$ cat src/design/sm83b_pkg.sv
// shared types and constants of the sm83 branch unit
package sm83b_pkg;

    localparam int unsigned ADDR_W  = 16;
    localparam int unsigned EXTRA_W = 4;

    localparam logic [7:0] OP_JP_NN   = 8'hC3;
    localparam logic [7:0] OP_JR      = 8'h18;
    localparam logic [7:0] OP_JP_HL   = 8'hE9;
    localparam logic [7:0] OP_CALL_NN = 8'hCD;
    localparam logic [7:0] OP_RET     = 8'hC9;
    localparam logic [7:0] OP_RETI    = 8'hD9;

    localparam logic [7:0] MASK_CC    = 8'hE7;
    localparam logic [7:0] OP_JP_CC   = 8'hC2;
    localparam logic [7:0] OP_JR_CC   = 8'h20;
    localparam logic [7:0] OP_CALL_CC = 8'hC4;
    localparam logic [7:0] OP_RET_CC  = 8'hC0;
    localparam logic [7:0] MASK_RST   = 8'hC7;
    localparam logic [7:0] OP_RST     = 8'hC7;
    localparam logic [7:0] RST_VECTOR = 8'h38;

    localparam logic [1:0] CC_NZ = 2'd0;
    localparam logic [1:0] CC_Z  = 2'd1;
    localparam logic [1:0] CC_NC = 2'd2;
    localparam logic [1:0] CC_C  = 2'd3;

    localparam logic [ADDR_W-1:0] LEN_1 = 16'd1;
    localparam logic [ADDR_W-1:0] LEN_2 = 16'd2;
    localparam logic [ADDR_W-1:0] LEN_3 = 16'd3;
    localparam logic [ADDR_W-1:0] SP_STEP = 16'd2;

    localparam logic [EXTRA_W-1:0] EXTRA_JUMP = 4'd4;
    localparam logic [EXTRA_W-1:0] EXTRA_CALL = 4'd12;

    typedef struct packed {
        logic [7:0]        opcode;
        logic [7:0]        imm_lo;
        logic [7:0]        imm_hi;
        logic              flag_zero;
        logic              flag_carry;
        logic [ADDR_W-1:0] hl_value;
        logic [ADDR_W-1:0] stack_word;
    } t_in_item;

    typedef struct packed {
        logic [ADDR_W-1:0]  next_pc;
        logic [ADDR_W-1:0]  new_sp;
        logic               push_valid;
        logic [ADDR_W-1:0]  push_address;
        logic [ADDR_W-1:0]  push_word;
        logic               branch_taken;
        logic [EXTRA_W-1:0] extra_cycles;
        logic               ime_set;
        logic               recognized;
    } t_out_item;

endpackage

$ cat src/design/sm83b_exec.sv
// decode and execute of one control-flow instruction against pc and sp
module sm83b_exec
    import sm83b_pkg::*;
(
    input  t_in_item          i_item,
    input  logic [ADDR_W-1:0] i_pc,
    input  logic [ADDR_W-1:0] i_sp,
    output t_out_item         o_result
);

    logic [7:0]        op;
    logic              cond;
    logic [ADDR_W-1:0] target;
    logic [ADDR_W-1:0] rel;
    logic [ADDR_W-1:0] pc_p1;
    logic [ADDR_W-1:0] pc_p2;
    logic [ADDR_W-1:0] pc_p3;
    logic [ADDR_W-1:0] pc_jr;
    logic [ADDR_W-1:0] sp_dn;
    logic [ADDR_W-1:0] sp_up;

    assign op     = i_item.opcode;
    assign target = {i_item.imm_hi, i_item.imm_lo};
    assign rel    = {{8{i_item.imm_lo[7]}}, i_item.imm_lo};
    assign pc_p1  = i_pc + LEN_1;
    assign pc_p2  = i_pc + LEN_2;
    assign pc_p3  = i_pc + LEN_3;
    assign pc_jr  = pc_p2 + rel;
    assign sp_dn  = i_sp - SP_STEP;
    assign sp_up  = i_sp + SP_STEP;

    always_comb begin
        case (op[4:3])
            CC_NZ:   cond = !i_item.flag_zero;
            CC_Z:    cond = i_item.flag_zero;
            CC_NC:   cond = !i_item.flag_carry;
            CC_C:    cond = i_item.flag_carry;
            default: cond = 1'b0;
        endcase
    end

    always_comb begin
        o_result              = '0;
        o_result.next_pc      = i_pc;
        o_result.new_sp       = i_sp;
        o_result.recognized   = 1'b1;
        if (op == OP_JP_NN) begin
            o_result.next_pc      = target;
            o_result.branch_taken = 1'b1;
        end else if ((op & MASK_CC) == OP_JP_CC) begin
            if (cond) begin
                o_result.next_pc      = target;
                o_result.branch_taken = 1'b1;
                o_result.extra_cycles = EXTRA_JUMP;
            end else begin
                o_result.next_pc = pc_p3;
            end
        end else if (op == OP_JR) begin
            o_result.next_pc      = pc_jr;
            o_result.branch_taken = 1'b1;
        end else if ((op & MASK_CC) == OP_JR_CC) begin
            if (cond) begin
                o_result.next_pc      = pc_jr;
                o_result.branch_taken = 1'b1;
                o_result.extra_cycles = EXTRA_JUMP;
            end else begin
                o_result.next_pc = pc_p2;
            end
        end else if (op == OP_JP_HL) begin
            o_result.next_pc      = i_item.hl_value;
            o_result.branch_taken = 1'b1;
        end else if (op == OP_CALL_NN) begin
            o_result.next_pc      = target;
            o_result.new_sp       = sp_dn;
            o_result.push_valid   = 1'b1;
            o_result.push_address = sp_dn;
            o_result.push_word    = pc_p3;
            o_result.branch_taken = 1'b1;
        end else if ((op & MASK_CC) == OP_CALL_CC) begin
            if (cond) begin
                o_result.next_pc      = target;
                o_result.new_sp       = sp_dn;
                o_result.push_valid   = 1'b1;
                o_result.push_address = sp_dn;
                o_result.push_word    = pc_p3;
                o_result.branch_taken = 1'b1;
                o_result.extra_cycles = EXTRA_CALL;
            end else begin
                o_result.next_pc = pc_p3;
            end
        end else if (op == OP_RET) begin
            o_result.next_pc      = i_item.stack_word;
            o_result.new_sp       = sp_up;
            o_result.branch_taken = 1'b1;
        end else if ((op & MASK_CC) == OP_RET_CC) begin
            if (cond) begin
                o_result.next_pc      = i_item.stack_word;
                o_result.new_sp       = sp_up;
                o_result.branch_taken = 1'b1;
                o_result.extra_cycles = EXTRA_CALL;
            end else begin
                o_result.next_pc = pc_p1;
            end
        end else if (op == OP_RETI) begin
            // ime ends up set after every reti, so the flag itself is just ime_set
            o_result.next_pc      = i_item.stack_word;
            o_result.new_sp       = sp_up;
            o_result.branch_taken = 1'b1;
            o_result.ime_set      = 1'b1;
        end else if ((op & MASK_RST) == OP_RST) begin
            o_result.next_pc      = {8'h00, op & RST_VECTOR};
            o_result.new_sp       = sp_dn;
            o_result.push_valid   = 1'b1;
            o_result.push_address = sp_dn;
            o_result.push_word    = pc_p1;
            o_result.branch_taken = 1'b1;
        end else begin
            o_result.recognized = 1'b0;
        end
    end

endmodule

$ cat config.mk
export PLATFORM = sky130hd
export DESIGN_NAME = sm83b_exec
export DESIGN_NICKNAME = d
export VERILOG_FILES = /design/src/design/sm83b_pkg.sv /design/src/design/sm83b_exec.sv
export SDC_FILE = /design/constraint.sdc
export NUM_CORES = 1
export LEC_CHECK = 0
export ABC_CLOCK_PERIOD_IN_PS = 7600
export BUFFER_PORTS_ARGS = -buffer_cell sky130_fd_sc_hd__buf_2
export CORE_MARGIN = 8
export CORE_UTILIZATION = 50
export DETAILED_ROUTE_END_ITERATION = 8
export GPL_TIMING_DRIVEN = 1
export PLACE_DENSITY = 0.79
export SETUP_SLACK_MARGIN = 0.15
export SLEW_MARGIN = 5
export SYNTH_ARGS = -nofsm -noshare
export SYNTH_HDL_FRONTEND = slang
export SYNTH_SLANG_ARGS = --single-unit
$ cat constraint.sdc
create_clock -name vclk -period 7.6
set_input_delay 1.52 -clock vclk [all_inputs]
set_output_delay 1.52 -clock vclk [all_outputs]
set_load 0.005 [all_outputs]
==> summary.md <==
| Metric | Value |
|---|---|
| Area Growth Syn to Fin | 13.7% |
| Share of cells above drive strength 1 | between 20% and 30% |
| Synth top area cells | nor2_1, o21ai_0, a21oi_1 |
| WP data arrival | 4810 ps |
| Number of clock buffers in the layout | 0 |
| End of the critical path | o_result[71] |
| WHS | 3220 ps |
| Worst Setup SP | i_pc[3] |
| Netlist Area Pre-Place | approximately 5000 sq um |
| Crit-path max cell delay | about 450 ps |
| Vias in the first global route | about 6.6k |
| Fmax | about 160 MHz |
| Peak supply drop | 0.0411 mV |
| Crit path max fanout | 20 |
| Via density per instance | between 6 and 7 |
| Final RePlAce weighted congestion | slightly above 1 |
| Max-cap violation count | 0 |
| Slew @ Worst Pin | 1180 ps |
| Port Buffer Count | 160 |
| Relative slew slack | about 21% |
| Met1 Use GR | 38.9% |
| Post-CTS Setup Repair Bufs | 0 |
| Residual DRC count | 0 |
| RSZ-0062 raised after global routing | false |
| GR peak layer | met2 |
| Die W | ~120 microns |
| Drt first pass iters | 6 |
| Seq/Total Area, Yosys | 0% |
| Fin. max-slew vios | 0 |
| I/O pin count | ~160 |
| DR iter-0 viols | between 800 and 900 |
| CORE AREA | just under 10000 sq um |
| Fin crit share | about 83% |
| Critical Path Stages | 13 |
| Num rows | 36 |
| Fin nets | ~1.0k |
| CP Buf/Inv Count | 2 |
| Biggest area consumer among synthesized cells | nor2_1 |
| Seq_cells | 0 |
| Post_cts resized | 0 |
| Synth Area per Inst | approximately 6 sq um |
| Yosys top cell area share | around 8.6% |
| CP cell instances | buf_2 -> and4_1 -> nand2_1 -> xnor2_1 -> ha_1 -> a211o_1 -> o21ai_0 -> a22oi_1 -> a221oi_1 -> and3b_1 -> a211oi_1 -> a211oi_1 -> buf_2 |
| GR Util met3 | roughly 6% |
| Largest net degree at the start of global routing | 32 |
| Outcome | complete, no violations |
| Die area | roughly 13000 sq um |
| Crit-path leading delay family | compound AO/OA/AOI/OAI gates |
| Initial Util | approximately half |
| Final Hold Viols | 0 |
| Final wirelength | roughly 21000 microns |
| Hold Path Class | in2out |
| Initial antenna violation count | 0 |
| Diode count | 0 |
| CP required | roughly 6100 ps |
| Fillers | between 1k and 1.5k |
| First-pass GRT wire length | roughly 33000 microns |
| Remaining global-route overflow | 0 |
| Total number of vias | roughly 7.1k |
| Leak Pwr | 2.38 nW |
| Cells after Synth | approximately 820 |
| CP max-delay cell | a221oi_1 |
| Routed length per instance | about 20 microns |
| Die span in y | approximately 120 microns |
| Worst Setup End Kind | primary output |
| Fin crit period | 6330 ps |
| Setup-failing EPs final | 0 |
| GRT Overall Usage | a little under a third |
| Register Area | 0 sq um |
| Post-route ant nets | 0 |
| WS Path Type | in2out |
| HPWL Detailed | roughly 17000 microns |
| PwrDens | roughly 53 nW/um^2 |
| Warnings, synthesis | 0 |
| CP Launch Type | primary input |
| # hold bufs at CTS | 0 |
| Final TNS setup | 0 ps |
| Library cells used by synthesis | just under 80 |
| GR Util met2 | about half |
==> metal layers <==
metal  wire length (microns)  vias up
met3                    2800       78
li1                        -     3269
met5                       0        -
met2                    9430      502
met4                     978        0
met1                    8230     3212
==> placed cells by master (no fill, tap or decap), drive strengths merged, types with 5 or more instances in the layout <==
master   instances
a31oi           12
nand3           23
o22ai           20
a22o             5
buf            170
a211oi          22
o211ai          10
nand2           87
and4             5
o221ai           6
a21o            13
xnor2           38
and3            12
a221o            5
a221oi          19
a21oi           70
inv             18
ha              26
nand4           11
nor4            12
nor3            28
nor2           115
o21ai           79
and2             7
a22oi            6
o21a             5
xor2            20
nand2b           6
o2111ai          7
==> where the power goes <==
| part | total (mW) | internal (mW) | switching, mW |
|---|---|---|---|
| logic | 0.297 | 0.115 | 0.182 |
| clock network | 0 | 0 | 0 |
| registers | 0 | 0 | 0 |
==> how the worst min path moves through the flow <==
stage                         endpoint     from  cells after the start  slack [ps]
after floorplan           o_result[41]  i_sp[1]                      1        3090
after global placement    o_result[40]  i_sp[0]                      2        3220
after detailed placement  o_result[40]  i_sp[0]                      2        3220
after CTS                 o_result[40]  i_sp[0]                      2        3220
after global routing      o_result[40]  i_sp[0]                      2        3240
final                     o_result[40]  i_sp[0]                      2        3220
==> cells by family (layout without fill, tap and decap cells) <==
family                     Yosys count  in the layout  share of synthesized area [%]
and+or+nand+nor                    333            333                           33.2
buffers and inverters               90            188                           8.69
AOI/OAI and AO/OA                  307            307                           40.3
other                                1              2                         0.0755
xor gates and xnor gates            58             58                           10.4
muxes                                2              2                          0.428
adders and majority gates           27             27                           6.95
==> synth_stat cells, drive strengths merged, types with 11 or more instances <==
library cell and count:
a31oi 12, nor3 28, a211oi 22, nor2 115, and3 12, inv 18, nand3 23, buf 41
nand2 87, a21o 13, xnor2 38, a221oi 19, o21ai 79, ha 26, a21oi 70, clkbuf 31
nor4 12, xor2 20, nand4 11, o22ai 20
==> cell type report <==
type	instances	area, sq um	area share (%)
multi-input cells	729	4540	80.4
inverters	18	67.6	1.20
repair buffers	170	876	15.5
well taps	133	166	2.95
==> stage by stage <==
step	util (%)	total power, mW	setup slack [ps]	instances	instance area [sq um]
floorplan	-	0.195	1930	819	4970
global placement	58.1	0.288	1430	1050	5650
detailed placement	58.1	0.289	1340	1050	5650
CTS	58.1	0.290	1340	1050	5650
global route	58.1	0.322	1050	1050	5650
finish	58.1	0.297	1270	1050	5650
No activity file was read; power rests on OpenSTA's default activity.
